## src/rtl/drc_pkg.sv

```systemverilog
// digital rain cell engine: shared constants, types and lookup functions
// used by the interfaces, the serial divider, the cell store and the top level
// no dependencies
package drc_pkg;

  // geometry
  localparam int NUM_COLS    = 22;
  localparam int NUM_ROWS    = 12;
  localparam int CELL_COUNT  = NUM_COLS * NUM_ROWS;
  localparam int GLYPH_COUNT = 150;
  localparam int GLYPH_LOW   = 94;

  // field widths
  localparam int COL_W   = 5;
  localparam int ROW_W   = 4;
  localparam int DT_W    = 16;
  localparam int RAND_W  = 32;
  localparam int ALPHA_W = 8;
  localparam int GLYPH_W = 8;
  localparam int CODE_W  = 16;
  localparam int COLOR_W = 16;
  localparam int ADDR_W  = $clog2(CELL_COUNT);

  // column state widths: 16.8 head position keeps only the bits that reach a row
  localparam int POS_W   = 24;
  localparam int HROW_W  = 16;
  localparam int TRAIL_W = 4;
  localparam int PER_W   = 2;

  // serial divider sizing
  localparam int DIV_W = 32;
  localparam int DVS_W = 9;
  localparam int CNT_W = 6;

  // elapsed time clamp
  localparam int DT_LIMIT = 100;
  localparam int DTC_W    = 7;

  // configuration port
  localparam int CFG_IDX_W  = 2;
  localparam int CFG_DATA_W = 4;

  localparam logic [CODE_W-1:0]  CODE_BASE      = 16'h0021;
  localparam logic [CODE_W-1:0]  CODE_HIGH_BASE = 16'hFF66;
  localparam logic [COLOR_W-1:0] HEAD_COLOR     = 16'hFFFF;
  localparam logic [COLOR_W-1:0] DIGIT_COLOR    = 16'hFEA0;
  localparam logic [COLOR_W-1:0] TAIL_COLOR     = 16'h07E0;

  typedef enum logic [CFG_IDX_W-1:0] {
    CFG_SPEED   = 2'd0,
    CFG_DENSITY = 2'd1,
    CFG_FLOOR   = 2'd2,
    CFG_ROWS    = 2'd3
  } cfg_idx_t;

  // divider request and status
  typedef struct packed {
    logic             start;
    logic [DIV_W-1:0] dividend;
    logic [DVS_W-1:0] divisor;
    logic [CNT_W-1:0] nbits;
  } div_req_t;

  typedef struct packed {
    logic             busy;
    logic [DIV_W-1:0] quot;
    logic [DVS_W-1:0] rem;
  } div_stat_t;

  // one stored cell: glyph and last alpha
  typedef struct packed {
    logic [GLYPH_W-1:0] glyph;
    logic [ALPHA_W-1:0] alpha;
  } cell_word_t;

  typedef struct packed {
    logic              we;
    logic [ADDR_W-1:0] addr;
    cell_word_t        data;
  } cell_wr_t;

  // respawn gap per density
  function automatic logic [5:0] gap_of(input logic [1:0] d);
    case (d)
      2'd0:    gap_of = 6'd4;
      2'd1:    gap_of = 6'd9;
      2'd2:    gap_of = 6'd15;
      default: gap_of = 6'd22;
    endcase
  endfunction

  // minimum trail per density
  function automatic logic [TRAIL_W-1:0] tmin_of(input logic [1:0] d);
    case (d)
      2'd0:    tmin_of = 4'd7;
      2'd1:    tmin_of = 4'd5;
      2'd2:    tmin_of = 4'd4;
      default: tmin_of = 4'd3;
    endcase
  endfunction

  // trail span per density
  function automatic logic [2:0] tspan_of(input logic [1:0] d);
    case (d)
      2'd0:    tspan_of = 3'd6;
      2'd1:    tspan_of = 3'd5;
      2'd2:    tspan_of = 3'd4;
      default: tspan_of = 3'd3;
    endcase
  endfunction

  // digit floor alpha, selects above the table saturate to full
  function automatic logic [ALPHA_W-1:0] floor_of(input logic [2:0] sel);
    case (sel)
      3'd0:    floor_of = 8'd191;
      3'd1:    floor_of = 8'd128;
      3'd2:    floor_of = 8'd158;
      3'd3:    floor_of = 8'd224;
      default: floor_of = 8'd255;
    endcase
  endfunction

  // glyph index to character code
  function automatic logic [CODE_W-1:0] code_of(input logic [GLYPH_W-1:0] g);
    if (g < GLYPH_W'(GLYPH_LOW)) begin
      code_of = CODE_BASE + CODE_W'(g);
    end else begin
      code_of = CODE_HIGH_BASE + CODE_W'(g) - CODE_W'(GLYPH_LOW);
    end
  endfunction

endpackage

```

## src/rtl/drc_cell_store.sv

```systemverilog
// digital rain cell engine: per-cell store of glyph and last alpha, one write
// port, one registered read port, clearing pass after reset
// depends on drc_pkg
module drc_cell_store (
  input  logic                        clk,
  input  logic                        rst_n,
  input  drc_pkg::cell_wr_t           wr,
  input  logic [drc_pkg::ADDR_W-1:0]  rd_addr,
  output drc_pkg::cell_word_t         rd_data,
  output logic                        clearing
);

  drc_pkg::cell_word_t       mem [drc_pkg::CELL_COUNT];
  drc_pkg::cell_word_t       rd_data_r;
  logic [drc_pkg::ADDR_W-1:0] clr_addr_r, clr_addr_nxt;
  logic                      clearing_r, clearing_nxt;
  logic                      clr_last;

  // clearing sweep, one entry per cycle
  assign clr_last = clr_addr_r == drc_pkg::ADDR_W'(drc_pkg::CELL_COUNT - 1);

  always_comb begin
    clr_addr_nxt = clr_addr_r;
    clearing_nxt = clearing_r;
    if (clearing_r) begin
      clr_addr_nxt = clr_addr_r + 1'b1;
      if (clr_last) begin
        clearing_nxt = 1'b0;
      end
    end
  end

  always_ff @(posedge clk) begin
    if (!rst_n) begin
      clearing_r <= 1'b1;
      clr_addr_r <= '0;
    end else begin
      clearing_r <= clearing_nxt;
      clr_addr_r <= clr_addr_nxt;
    end
  end

  // memory write and registered read
  always_ff @(posedge clk) begin
    if (clearing_r) begin
      mem[clr_addr_r] <= '0;
    end else if (wr.we) begin
      mem[wr.addr] <= wr.data;
    end
    rd_data_r <= mem[rd_addr];
  end

  assign rd_data  = rd_data_r;
  assign clearing = clearing_r;

  // checks
  a_no_write_clear: assert property (@(posedge clk) disable iff (!rst_n)
    clearing_r |-> !wr.we)
    else $error("cell write during clearing pass");

  a_clr_range: assert property (@(posedge clk) disable iff (!rst_n)
    clearing_r |-> clr_addr_r < drc_pkg::ADDR_W'(drc_pkg::CELL_COUNT))
    else $error("clearing address beyond store");

  a_clr_full: assert property (@(posedge clk) disable iff (!rst_n)
    $fell(clearing_r) |-> $past(clr_last))
    else $error("clearing pass ended early");

endmodule

```

## config.mk

```make
export PLATFORM = sky130hd
export DESIGN_NAME = drc_cell_store
export DESIGN_NICKNAME = d
export VERILOG_FILES = /design/src/rtl/drc_pkg.sv /design/src/rtl/drc_cell_store.sv
export SDC_FILE = /design/constraint.sdc
export NUM_CORES = 2
export LEC_CHECK = 0
export ABC_AREA = 0
export BUFFER_PORTS_ARGS = -buffer_cell sky130_fd_sc_hd__buf_2
export CAP_MARGIN = 40
export CORE_ASPECT_RATIO = 0.75
export CORE_UTILIZATION = 30
export DETAILED_ROUTE_END_ITERATION = 7
export PLACE_DENSITY = 0.42
export SYNTH_ARGS = -nofsm -noshare
export SYNTH_HDL_FRONTEND = slang
export SYNTH_MEMORY_MAX_BITS = 65536
export SYNTH_SLANG_ARGS = --single-unit
```

## constraint.sdc

```tcl
create_clock -name clk -period 6.5 [get_ports clk]
set_input_delay 0.65 -clock clk [delete_from_list [all_inputs] [get_ports clk]]
set_output_delay 0.65 -clock clk [all_outputs]
set_load 0.005 [all_outputs]
```

After elaboration in Yosys (flattened, before gate mapping). Memories as Yosys holds them, arrays and structs flattened. A register that Yosys moved wholly into a read port is not among the register bits. Cells that the tools add are included.

$add $sub $neg: 1. Mux-type cells: 10. Reduce and logical (&&, ||, !) cells: 1. Equality and inequality tests: 1.

Operators by type and width (number): two-way mux 16 bit (1); OR reduction 16 bit (1); adder 9 x 1 -> 9 bit (second input constant) (1); == test 9 bit (second input constant) (1); two-way mux 9 bit (1); two-way mux 1 bit (8).

Logic and storage cells: 16. Bits of input ports: 37. RAM bits: 4224. Memories kept: 1. Register bits after elaboration: 10. Output and inout bits: 17.

Memory list: mem (words 264, width 16, read ports 1, clocked after memory_dff 1, write ports 1, line drc_cell_store.sv:13) `drc_pkg::cell_word_t mem [drc_pkg::CELL_COUNT];`.

Depth between registers and ports, before layout.
Depth after elaboration: 5. Gate-level depth with buffers: 13. Depth with buffers taken out: 7.

Least setup slack after synthesis. No wires, ideal clock.

Path kind: in2reg. From: input port wr[25] (netlist bit). To: memory mem[0][10] (netlist bit) (data pin). Data required time: 5.609 ns. Slack: 0.884 ns. Data arrival time: 4.725 ns. Path buffers: 2. Cell stages on the path: 4. Cell sequence: nor2b_1 -> clkbuf_1 -> clkbuf_1 -> and2_1.

Cells in the longest elaborated chain, start to end: 5.

RTL lines: from (decl) (line drc_cell_store.sv:7) `input drc_pkg::cell_wr_t wr,`; two-way mux 1 bit (line drc_cell_store.sv:47) `end else if (wr.we) begin`; two-way mux 1 bit (line drc_cell_store.sv:45) `if (clearing_r) begin`; two-way mux 1 bit (not written as such) (line drc_cell_store.sv:48) `mem[wr.addr] <= wr.data;`; OR reduction 16 bit (no source line); two-way mux 16 bit (no source line); to (decl) (line drc_cell_store.sv:13).

No other way between the ends.

==> results.py <==
metrics = {
    "floorplan": {
        "ios": 54,
        "fp-row-count": 234,
        "fp.dieW_microns": 855,
        "core_sq_mm": 0.543,
        "die-area_sq_mm": 0.549,
        "initial_core_util_pct": 30.2,
        "die_y_microns": 642,
    },
    "grt": {
        "antenna_found_initial": 56,
        "grt_pass1_wl_mm": 751,
        "grt_pass1_vias": 82400,
        "gr-total-overflow": 0,
        "grt_start_max_net_pins": 152,
        "grt.total_usage_pct": 19.9,
    },
    "routing": {
        "dr.first_iter.drc_count": 10700,
        "wirelength_mm": 559,
        "vias": 83900,
        "route.detailed.drc": 0,
        "postRouteAntennaNets": 0,
        "dr.pass1.iters": 5,
        "wl_per_cell_microns": 35.6,
        "drt-vias-per-instance": 5.34,
    },
    "clock_tree": {
        "cts_buffer_depth": 4,
        "cts_buffers": 423,
        "cts.sink_count": 4250,
        "clk_pin_slew_ns": 0.06,
        "cts_htree_levels": 5,
        "post_cts_buffers": 0,
        "root_buffer": "clkbuf_16",
        "cts_tree": "yes",
        "insertion_delay_ns": 1.04,
    },
    "synth": {
        "muxShareOfSynthArea_pct": 16.0,
        "syn_avg_cell_area_sq_um": 22.0,
        "synthFlopType": "edfxtp_1",
        "synth_edf_count": 4224,
        "synth_top_family_by_area": "multiplexers",
        "ys_warn_count": 0,
        "syn-cell-area_sq_mm": 0.164,
        "yosysSeqAreaShare_pct": 77.7,
        "synthSimpleGateAreaFrac_pct": 2.06,
        "synth_cell_types": 74,
        "ys_async_sr_fraction_pct": 0,
        "synth_compound_area_share_pct": 2.52,
        "synth_seq_cells": 4250,
        "synthXorXnorAreaFrac_pct": 0.0267,
        "synth_top_area_share_pct": 77.4,
        "synth_fp_nets": 7487,
        "yosysTopAreaCell": "edfxtp_1",
        "synth_area_leaders": "edfxtp_1, mux4_2, mux2i_1, nor2_1, o221ai_1",
        "synthTopCellsByCount": "edfxtp_1, mux4_2, mux2i_1",
        "synth-adder-area-share_pct": 0.00764,
        "synth_cells": 7449,
        "yosysMostFrequentCell": "edfxtp_1",
    },
    "worst_setup_path": {
        "r2r-start": "clearing",
        "path_delay_family": "simple AND/OR/NAND/NOR gates",
        "startpoint_type": "input pin",
        "worstPathCellList": "buf_2 -> buf_4 -> nand2_1 -> nor2_2 -> buf_4 -> nand2_1 -> buf_16 -> o221ai_1 -> nor4_1 -> buf_2 -> nand3_1 -> and3_1",
        "end_kind": "flip-flop",
        "cp.arrival_ns": 5.88,
        "slowest_delay_ns": 0.79,
        "path_class": "in -> reg",
        "crit_fanout": 18,
        "worstPathRequired_ns": 7.47,
        "cp_num_buf_inv": 5,
        "cp-startpoint": "rd_addr[5]",
        "slowest_stage": "nor2_2",
    },
    "cells_and_area": {
        "fin_util_pct": 35.3,
        "fin_nets": 8165,
        "drive_gt1_share_pct": 30.3,
        "area_growth_pct": 16.9,
    },
    "timing": {
        "hold_ws_ns": 0.148,
        "setup_violations": 0,
        "finalClockSkew_ns": 0.0715,
        "clock.fmax_mhz": 204,
        "post-route-period-util_pct": 75.5,
        "rsz0062_at_grt": "no",
        "max-slew-margin-rel_pct": -3.58,
        "hold_viol": 0,
        "final_max_slew_viol_count": 35,
        "period_needed_ns": 4.91,
        "tightest_slew_ns": 1.55,
        "tns_ns": 0,
    },
    "place": {
        "dp_hpwl_mm": 362,
        "numPortBuffers": 53,
        "gp_congestion": 0.819,
    },
    "job": {
        "drv_cap": 0,
    },
    "status": {
        "violations": "slew limit",
        "status": "finished, violations left",
    },
    "min_path": {
        "min_from": "wr[5]",
        "min_path_type": "in -> reg",
    },
    "power_and_ir_drop": {
        "peakVddDrop_v": 0.000244,
        "total_leakage_power_nw": 64.5,
        "p_per_area_mw_per_mm2": 296,
    },
}
==> worst reg2reg max path: stages, from the launching register on <==
cell     delay (ns)
dfxtp_1        0.49
nor2b_4        0.59
buf_4          0.37
mux2_2         0.39
nor2_1         0.68
nand2_1        0.71
nor2_1         0.85
buf_4          0.31
==> layer usage <==
layer,vias up,global-route usage (%),share of wire (%)
met5,-,0,0.0084
met4,6,3.82,2.1
met3,621,2.94,7.0
met2,3468,29.5,44
met1,46800,31.1,47
li1,33000,-,-
==> worst paths after layout <==
kind                            cells after the start            end  slack, ns
worst max-delay path                               12     rd_data[2]       1.59
worst min-delay path                                2    mem[139][5]       0.15
worst max register to register                      7   mem[165][10]       1.78
worst min register to register                      2  clr_addr_r[8]       0.53
==> kinds of logic (layout without fill, tap and decap cells) <==
logic type | Yosys count | after routing
AO/OA/AOI/OAI | 597 | 597
other | 0 | 17
multiplexers | 1395 | 1395
adder cells (fa/ha/maj) | 1 | 1
buffers and inverters | 430 | 1465
flip-flops | 4250 | 4250
AND/OR/NAND/NOR | 771 | 771
XOR/XNOR | 5 | 5
==> layout make-up <==
| class | count | area [sq um] |
|---|---|---|
| diodes | 17 | 42.5 |
| clock buffers | 526 | 11200 |
| clock inverters | 256 | 2280 |
| fillers | 50100 | 351000 |
| inverters | 7 | 38.8 |
| multi-input cells | 2769 | 34600 |
| flip-flops and latches | 4250 | 127000 |
| well taps | 7198 | 9010 |
| repair buffers | 676 | 6960 |
==> per-stage QoR <==
| stage | power [mW] | cells | cell area, sq um | setup WS (ns) |
|---|---|---|---|---|
| floorplan | 31.7 | 7449 | 164000 | 0.884 |
| global placement | 32.9 | 14700 | 175000 | 0.322 |
| detailed placement | 32.9 | 14900 | 178000 | 0.836 |
| CTS | 57.3 | 15700 | 191000 | 1.73 |
| global route | 58.3 | 15700 | 192000 | 1.68 |
| finish | 56.8 | 15700 | 192000 | 1.59 |
==> power breakdown <==
group | total, mW | switching, mW | internal [mW]
Clock | 24.5 | 10.8 | 13.7
Sequential | 29.8 | 0.0428 | 29.7
Combinational | 2.55 | 1.67 | 0.881
Total | 56.8 | 12.5 | 44.2
==> sequential cells by signal, indices dropped and copies added, names as in the netlist <==
| signal | cells |
|---|---|
| mem | 4224 |
| clr_addr_r | 9 |
| clearing | 1 |
| rd_data | 16 |
==> placed cells by master, fill, tap and decap left out, types with 18 or more instances in the layout <==
master	count
clkinv_1	95
nand4_1	18
mux2i_1	397
a21oi_1	139
buf_8	111
dfxtp_1	26
nand2_1	207
a211oi_1	25
nor2_2	232
clkbuf_1	85
bufinv_16	35
o21ai_0	49
buf_2	65
clkinv_2	91
o221ai_1	118
a22oi_1	80
nor3_1	47
a31oi_1	18
o22ai_1	81
edfxtp_1	4224
nand3_1	50
nor2_1	86
buf_4	402
clkbuf_16	431
mux4_2	980
buf_12	65
==> what timing repair did <==
action,4_1_cts,5_1_grt
gates resized for setup,0,0
hold endpoints to repair,14,0
setup endpoints to repair,0,0
hold buffers,2,0
Power figures use the tool's default switching activity.
