$ cat src/rtl/drc_pkg.sv
// digital rain cell engine: shared constants, types and lookup functions
// used by the interfaces, the serial divider, the cell store and the top level
// no dependencies
package drc_pkg;

  // geometry
  localparam int NUM_COLS    = 22;
  localparam int NUM_ROWS    = 12;
  localparam int CELL_COUNT  = NUM_COLS * NUM_ROWS;
  localparam int GLYPH_COUNT = 150;
  localparam int GLYPH_LOW   = 94;

  // field widths
  localparam int COL_W   = 5;
  localparam int ROW_W   = 4;
  localparam int DT_W    = 16;
  localparam int RAND_W  = 32;
  localparam int ALPHA_W = 8;
  localparam int GLYPH_W = 8;
  localparam int CODE_W  = 16;
  localparam int COLOR_W = 16;
  localparam int ADDR_W  = $clog2(CELL_COUNT);

  // column state widths: 16.8 head position keeps only the bits that reach a row
  localparam int POS_W   = 24;
  localparam int HROW_W  = 16;
  localparam int TRAIL_W = 4;
  localparam int PER_W   = 2;

  // serial divider sizing
  localparam int DIV_W = 32;
  localparam int DVS_W = 9;
  localparam int CNT_W = 6;

  // elapsed time clamp
  localparam int DT_LIMIT = 100;
  localparam int DTC_W    = 7;

  // configuration port
  localparam int CFG_IDX_W  = 2;
  localparam int CFG_DATA_W = 4;

  localparam logic [CODE_W-1:0]  CODE_BASE      = 16'h0021;
  localparam logic [CODE_W-1:0]  CODE_HIGH_BASE = 16'hFF66;
  localparam logic [COLOR_W-1:0] HEAD_COLOR     = 16'hFFFF;
  localparam logic [COLOR_W-1:0] DIGIT_COLOR    = 16'hFEA0;
  localparam logic [COLOR_W-1:0] TAIL_COLOR     = 16'h07E0;

  typedef enum logic [CFG_IDX_W-1:0] {
    CFG_SPEED   = 2'd0,
    CFG_DENSITY = 2'd1,
    CFG_FLOOR   = 2'd2,
    CFG_ROWS    = 2'd3
  } cfg_idx_t;

  // divider request and status
  typedef struct packed {
    logic             start;
    logic [DIV_W-1:0] dividend;
    logic [DVS_W-1:0] divisor;
    logic [CNT_W-1:0] nbits;
  } div_req_t;

  typedef struct packed {
    logic             busy;
    logic [DIV_W-1:0] quot;
    logic [DVS_W-1:0] rem;
  } div_stat_t;

  // one stored cell: glyph and last alpha
  typedef struct packed {
    logic [GLYPH_W-1:0] glyph;
    logic [ALPHA_W-1:0] alpha;
  } cell_word_t;

  typedef struct packed {
    logic              we;
    logic [ADDR_W-1:0] addr;
    cell_word_t        data;
  } cell_wr_t;

  // respawn gap per density
  function automatic logic [5:0] gap_of(input logic [1:0] d);
    case (d)
      2'd0:    gap_of = 6'd4;
      2'd1:    gap_of = 6'd9;
      2'd2:    gap_of = 6'd15;
      default: gap_of = 6'd22;
    endcase
  endfunction

  // minimum trail per density
  function automatic logic [TRAIL_W-1:0] tmin_of(input logic [1:0] d);
    case (d)
      2'd0:    tmin_of = 4'd7;
      2'd1:    tmin_of = 4'd5;
      2'd2:    tmin_of = 4'd4;
      default: tmin_of = 4'd3;
    endcase
  endfunction

  // trail span per density
  function automatic logic [2:0] tspan_of(input logic [1:0] d);
    case (d)
      2'd0:    tspan_of = 3'd6;
      2'd1:    tspan_of = 3'd5;
      2'd2:    tspan_of = 3'd4;
      default: tspan_of = 3'd3;
    endcase
  endfunction

  // digit floor alpha, selects above the table saturate to full
  function automatic logic [ALPHA_W-1:0] floor_of(input logic [2:0] sel);
    case (sel)
      3'd0:    floor_of = 8'd191;
      3'd1:    floor_of = 8'd128;
      3'd2:    floor_of = 8'd158;
      3'd3:    floor_of = 8'd224;
      default: floor_of = 8'd255;
    endcase
  endfunction

  // glyph index to character code
  function automatic logic [CODE_W-1:0] code_of(input logic [GLYPH_W-1:0] g);
    if (g < GLYPH_W'(GLYPH_LOW)) begin
      code_of = CODE_BASE + CODE_W'(g);
    end else begin
      code_of = CODE_HIGH_BASE + CODE_W'(g) - CODE_W'(GLYPH_LOW);
    end
  endfunction

endpackage

$ cat src/rtl/drc_div.sv
// digital rain cell engine: bit-serial restoring divider, one quotient bit
// per cycle over a left-aligned dividend of nbits bits
// depends on drc_pkg
module drc_div (
  input  logic               clk,
  input  logic               rst_n,
  input  drc_pkg::div_req_t  req,
  output drc_pkg::div_stat_t stat
);

  logic [drc_pkg::DIV_W-1:0] q_r, q_nxt;
  logic [drc_pkg::DVS_W-1:0] rem_r, rem_nxt;
  logic [drc_pkg::DVS_W-1:0] div_r;
  logic [drc_pkg::CNT_W-1:0] cnt_r, cnt_nxt;
  logic                      busy_r, busy_nxt;
  logic [drc_pkg::DVS_W:0]   trial;
  logic [drc_pkg::DVS_W:0]   diff;
  logic                      ge;

  // one trial subtraction per cycle
  assign trial = {rem_r, q_r[drc_pkg::DIV_W-1]};
  assign diff  = trial - {1'b0, div_r};
  assign ge    = trial >= {1'b0, div_r};

  always_comb begin
    q_nxt    = q_r;
    rem_nxt  = rem_r;
    cnt_nxt  = cnt_r;
    busy_nxt = busy_r;
    if (req.start) begin
      q_nxt    = req.dividend;
      rem_nxt  = '0;
      cnt_nxt  = req.nbits;
      busy_nxt = 1'b1;
    end else if (busy_r) begin
      q_nxt    = {q_r[drc_pkg::DIV_W-2:0], ge};
      rem_nxt  = ge ? diff[drc_pkg::DVS_W-1:0] : trial[drc_pkg::DVS_W-1:0];
      cnt_nxt  = cnt_r - 1'b1;
      busy_nxt = cnt_r != drc_pkg::CNT_W'(1);
    end
  end

  // control
  always_ff @(posedge clk) begin
    if (!rst_n) begin
      busy_r <= 1'b0;
      cnt_r  <= '0;
    end else begin
      busy_r <= busy_nxt;
      cnt_r  <= cnt_nxt;
    end
  end

  // datapath
  always_ff @(posedge clk) begin
    q_r   <= q_nxt;
    rem_r <= rem_nxt;
    if (req.start) begin
      div_r <= req.divisor;
    end
  end

  assign stat.busy = busy_r;
  assign stat.quot = q_r;
  assign stat.rem  = rem_r;

  // checks
  a_cnt_live: assert property (@(posedge clk) disable iff (!rst_n)
    busy_r |-> cnt_r != '0)
    else $error("divider busy with zero step count");

  a_no_restart: assert property (@(posedge clk) disable iff (!rst_n)
    req.start |-> !busy_r)
    else $error("divider started while busy");

  a_rem_bound: assert property (@(posedge clk) disable iff (!rst_n)
    $fell(busy_r) |-> rem_r < div_r)
    else $error("divider remainder not below divisor");

endmodule

$ cat config.mk
export PLATFORM = sky130hd
export DESIGN_NAME = drc_div
export DESIGN_NICKNAME = d
export VERILOG_FILES = /design/src/rtl/drc_pkg.sv /design/src/rtl/drc_div.sv
export SDC_FILE = /design/constraint.sdc
export NUM_CORES = 1
export LEC_CHECK = 0
export ABC_AREA = 1
export BUFFER_PORTS_ARGS = -buffer_cell sky130_fd_sc_hd__clkbuf_2
export CELL_PAD_IN_SITES_DETAIL_PLACEMENT = 1
export CELL_PAD_IN_SITES_GLOBAL_PLACEMENT = 2
export CORE_ASPECT_RATIO = 1.75
export CORE_MARGIN = 2
export CORE_UTILIZATION = 32
export CTS_BUF_LIST = sky130_fd_sc_hd__clkbuf_2
export CTS_CLUSTER_DIAMETER = 30
export DETAILED_ROUTE_END_ITERATION = 16
export PLACE_DENSITY = 0.9
export SLEW_MARGIN = 10
export SYNTH_ARGS = -nofsm -noshare
export SYNTH_HDL_FRONTEND = slang
export SYNTH_SLANG_ARGS = --single-unit
$ cat constraint.sdc
create_clock -name clk -period 4.5 [get_ports clk]
set_input_delay 0.675 -clock clk [delete_from_list [all_inputs] [get_ports clk]]
set_output_delay 0.675 -clock clk [all_outputs]
set_load 0.01 [all_outputs]
# After elaboration in Yosys (flattened, before gate mapping)
# Index checks and enable logic that the tools add are counted.
[word_totals]
reg_bits = 57
latch_bits = 0
ram_bits = 0
mem_bits_ro = 0
in_bits = 50
out_inout_bits = 42
word_cells = 17
mem_count = 0
[classes]
add_sub_neg = 2
n_mul = 0
div_mod_pow = 0
order_cmp = 1
n_eq_ne = 1
shifts = 0
mux = 7
bitwise = 0
n_reduce_logical = 1
[ops]
columns = ["cell", "count"]
rows = [
  ["$mux W32", 2],
  ["$mux W6", 2],
  ["$ge A10 B9 Y1", 1],
  ["$mux W9", 1],
  ["$sub A9 B9 Y9", 1],
  ["$ne A6 B1 Y1 const B", 1],
  ["$sub A6 B1 Y6 const B", 1],
  ["$mux W1", 2],
  ["$reduce_bool A2 Y1", 1],
]

# Depth between registers and ports, before layout
[depth]
depth_word = 3
mapped_depth = 13
ltp_nobuf = 13

# Worst setup path before layout
# OpenSTA, ideal clock, no wires.
[synth_path]
path_kind = "input-to-reg"
start = "input req[47] (netlist name)"
end = "register q_r[0] (netlist name) (enable)"
setup_time_ns = 0.391
t_arrival_ns = 1.468
required_time_ns = 4.109
setup_slack_ns = 2.641
path_stages = 2
n_path_buf = 0
path_cell_list = "nor2_2 -> inv_1"
[synth_via]
elab_chain_len = 1
[synth_lines]
columns = ["item", "line_no", "source"]
rows = [
  ["start: declaration", "drc_div.sv:7", "input drc_pkg::div_req_t req,"],
  ["$reduce_bool A2 Y1 (no line)", "n/a", ""],
  ["end signal: assignment", "drc_div.sv:56", "q_r <= q_nxt;"],
  ["end: declaration", "drc_div.sv:11", "logic [drc_pkg::DIV_W-1:0] q_r, q_nxt;"],
]
# No other way between the ends.
# A chain may end at the register's enable or synchronous reset.

# Worst setup path in the final report
[layout_path]
start = "register q_r[31] (netlist name)"
end = "register rem_r[4] (netlist name)"
[layout_via]
elab_chain_len = 2
word_cells_on_any_way = 3
classes_between = "add/sub (1); order compare (1); mux (1)"
[layout_lines]
columns = ["item", "line_no", "source"]
rows = [
  ["$sub A9 B9 Y9 or $ge A10 B9 Y1 (tied branches)", "drc_div.sv:22, drc_div.sv:23", ""],
  ["$mux W9 *", "drc_div.sv:37", "rem_nxt = ge ? diff[drc_pkg::DVS_W-1:0] : trial[drc_pkg::DVS_W-1:0];"],
  ["end signal: assignment", "drc_div.sv:57", "rem_r <= rem_nxt;"],
  ["end: declaration", "drc_div.sv:12", "logic [drc_pkg::DVS_W-1:0] rem_r, rem_nxt;"],
]
# Mark *: on every way between the ends. The rest lies on a longest branch, timed or not.

==> summary.txt <==
Pwr
  – Pleak: 1.949 nW
  – P per Cell Area: 324.6 mW/mm²
  – Pwr Total: 1.187 mW
  – Peak supply drop: 189.6 µV

Timing
  – Max_slew headroom: 57.83%
  – Least-Margin Pin Slew: 0.6319 ns
  – Setup TNS: 0 ns
  – Final setup fails: 0
  – Final min period: 2.152 ns
  – RSZ-0062 raised after global routing: false
  – Pins Over Slew Limit: 0
  – Final hold viol count: 0
  – Max Freq: 464.7 MHz
  – Fin Hold WS: 0.3724 ns
  – Final Cycle Share: 47.82%
  – Post-Route Skew: 0.02614 ns

Global routing
  – Vias in the first global route: 2871
  – Gr usage total: 16.85%
  – Initial antenna violation count: 1
  – First-pass GRT wire length: 13450 µm
  – Gr ovfl total: 0
  – Largest net degree at the start of global routing: 48

Layout
  – Final #Nets: 516
  – Fin util: 40.20%
  – Final Instance Count excl. Fillers: 580
  – Area Overhead vs Synth: 21.70%
  – Share of cells above drive strength 1: 26.80%

Logic synthesis
  – Yosys warnings: 0
  – Sequential fraction of the synthesis area: 51.65%
  – Syn Nets: 423
  – Post-synthesis average cell area: 8.322 µm²
  – #FFs+latches synth: 57
  – Ys flop type: edfxtp_1
  – Cell area after synthesis: 0.003004 mm²
  – Synth cell types: 32
  – Asr flop ratio synth: 0%
  – Syn Inst Count: 361
  – EDFF count, synth: 41

Clock network
  – Root buffer cell: clkbuf_2
  – Post-CTS Setup Bufs: 0
  – Clk Latency, worst-skew pair: 0.47 ns
  – CTS tree: built
  – CTS Buf Count: 9
  – Clk pin slew, worst setup/hold paths: 0.15 ns
  – CTS Hold Bufs: 0
  – Cts repair resizes: 0
  – Bufs on Longest Clock Path: 2
  – H-tree level count: 3
  – Num Clock Sinks: 57

Flow run
  – Maxcap violations: 0

Route
  – DRC: 0
  – WL/cell: 14.03 µm
  – Final wirelength: 8139 µm
  – Drt first-iter violations: 68
  – Detailed-router iteration count before antenna repair: 4
  – Via count: 2689
  – Antenna viol nets, final: 0
  – Vias per Instance: 4.636

Die
  – Starting Density: 33.04%
  – Die Height: 132.2 µm
  – Die W: 77.24 µm
  – IO Pins: 92
  – Core area: 0.009094 mm²
  – Row count: 46
  – Die area: 0.01021 mm²

Place
  – Placed Cells: 563
  – Port-buffer cells: 91
  – GPL Wtd Cong: 0.8330
  – Final HPWL DP: 6468 µm

Critical path
  – Worst Path Arrival: 2.55 ns
  – CP required: 4.90 ns
  – Critical Path End Type: flip-flop
  – Startpoint Class: flip-flop
  – WS Path Type: flip-flop to flip-flop
  – Crit-path max FO: 12

Min path
  – Hold Path Class: input pin to flip-flop

Outcome
  – Status: finished clean
-- cells in the mapped netlist, types with 2 or more instances --
| cell | count | area share (%) |
|---|---|---|
| nand2_1 | 159 | 20 |
| edfxtp_1 | 41 | 41 |
| inv_1 | 41 | 5.1 |
| nand3_1 | 20 | 3.3 |
| dfxtp_1 | 16 | 11 |
| nor2_1 | 13 | 1.6 |
| ha_1 | 11 | 4.6 |
| a31oi_1 | 5 | 1.0 |
| nand3_2 | 5 | 1.7 |
| o21ai_1 | 5 | 0.83 |
| inv_2 | 4 | 0.50 |
| o21ai_0 | 4 | 0.67 |
| a21oi_1 | 3 | 0.50 |
| buf_1 | 3 | 0.37 |
| clkbuf_1 | 3 | 0.37 |
| nand2_2 | 3 | 0.62 |
| nand4_1 | 3 | 0.62 |
| xnor2_1 | 3 | 0.87 |
| a22oi_1 | 2 | 0.50 |
| buf_6 | 2 | 0.75 |
| nand3b_1 | 2 | 0.50 |
| nor2_4 | 2 | 0.75 |
| nor3_1 | 2 | 0.33 |
-- sequential cells by signal, summed over array words and instances (netlist names) --
signal,cells
q_r,32
div_r,9
rem_r,9
cnt_r,6
busy_r,1
-- layout by cell type (no fill, tap or decap), drive strengths merged --
cell    count
nand3      25
clkbuf    102
dfxtp      16
diode       1
a22oi       2
bufinv      1
buf         2
o21bai      1
a31oi       5
xnor2       3
inv        45
nand2     162
xor2        1
nor2       16
fa          1
o21ai      10
a21oi       4
ha         11
edfxtp     41
nand4       3
nor3        2
clkinv      4
nand3b      2
-- metal layers --
| metal | track usage, % | vias up | share of wire (%) |
|---|---|---|---|
| li1 | - | 1341 | - |
| met1 | 17.35 | 1259 | 37 |
| met2 | 31.30 | 77 | 56 |
| met3 | 4.384 | 12 | 5.1 |
| met4 | 7.440 | 0 | 2.1 |
| met5 | 0 | - | 0 |
-- cells by family (layout without fill, tap and decap cells) --
family	count (synthesis)	after routing	synth area share, %
and+or+nand+nor	210	210	29.53
DFF	57	57	51.65
buffers and inverters	56	154	8.038
AOI/OAI and AO/OA	22	22	4.373
adders and majority gates	12	12	5.248
xor gates and xnor gates	4	4	1.166
other	0	1	0
-- where the power goes --
part           switching, mW  internal (mW)
sequential            0.0304          0.618
clock                  0.180          0.127
combinational          0.141         0.0897
-- worst paths after layout --
kind / cells after the start / slack (ns) / end / from
max: 11 / 2.35 / rem_r[4] / q_r[31]
min: 1 / 0.37 / div_r[0] / req[6]
max reg2reg: 11 / 2.35 / rem_r[4] / q_r[31]
min reg2reg: 2 / 0.52 / rem_r[8] / rem_r[8]
-- critical path: stages, from the launching register on --
cell and delay [ns]:
edfxtp_1 0.41, inv_1 0.10, ha_1 0.15, inv_1 0.07, fa_1 0.44, nand2_1 0.14
nand3_2 0.09, nand2_2 0.26, nand2_2 0.19, nand2_1 0.10, nand3_1 0.06, o21ai_1 0.07
-- cell type report --
type | count | area, µm²
timing repair buffer | 93 | 470.5
clock buffer | 11 | 55.05
inverter | 45 | 168.9
clock inverter | 5 | 46.29
multi-input combinational | 248 | 1211
tap | 120 | 150.1
antenna | 1 | 2.502
fill | 1173 | 5438
sequential | 57 | 1551
-- per-stage QoR --
| stage | cell area, µm² | setup slack, ns |
|---|---|---|
| 3_5_place_dp | 3552 | 2.005 |
| 5_1_grt | 3656 | 2.114 |
| 6_report | 3656 | 2.348 |
| 4_1_cts | 3654 | 2.295 |
| 3_3_place_gp | 3552 | 2.097 |
| 2_1_floorplan | 3004 | 2.641 |
No activity file was read; power rests on OpenSTA's default activity.
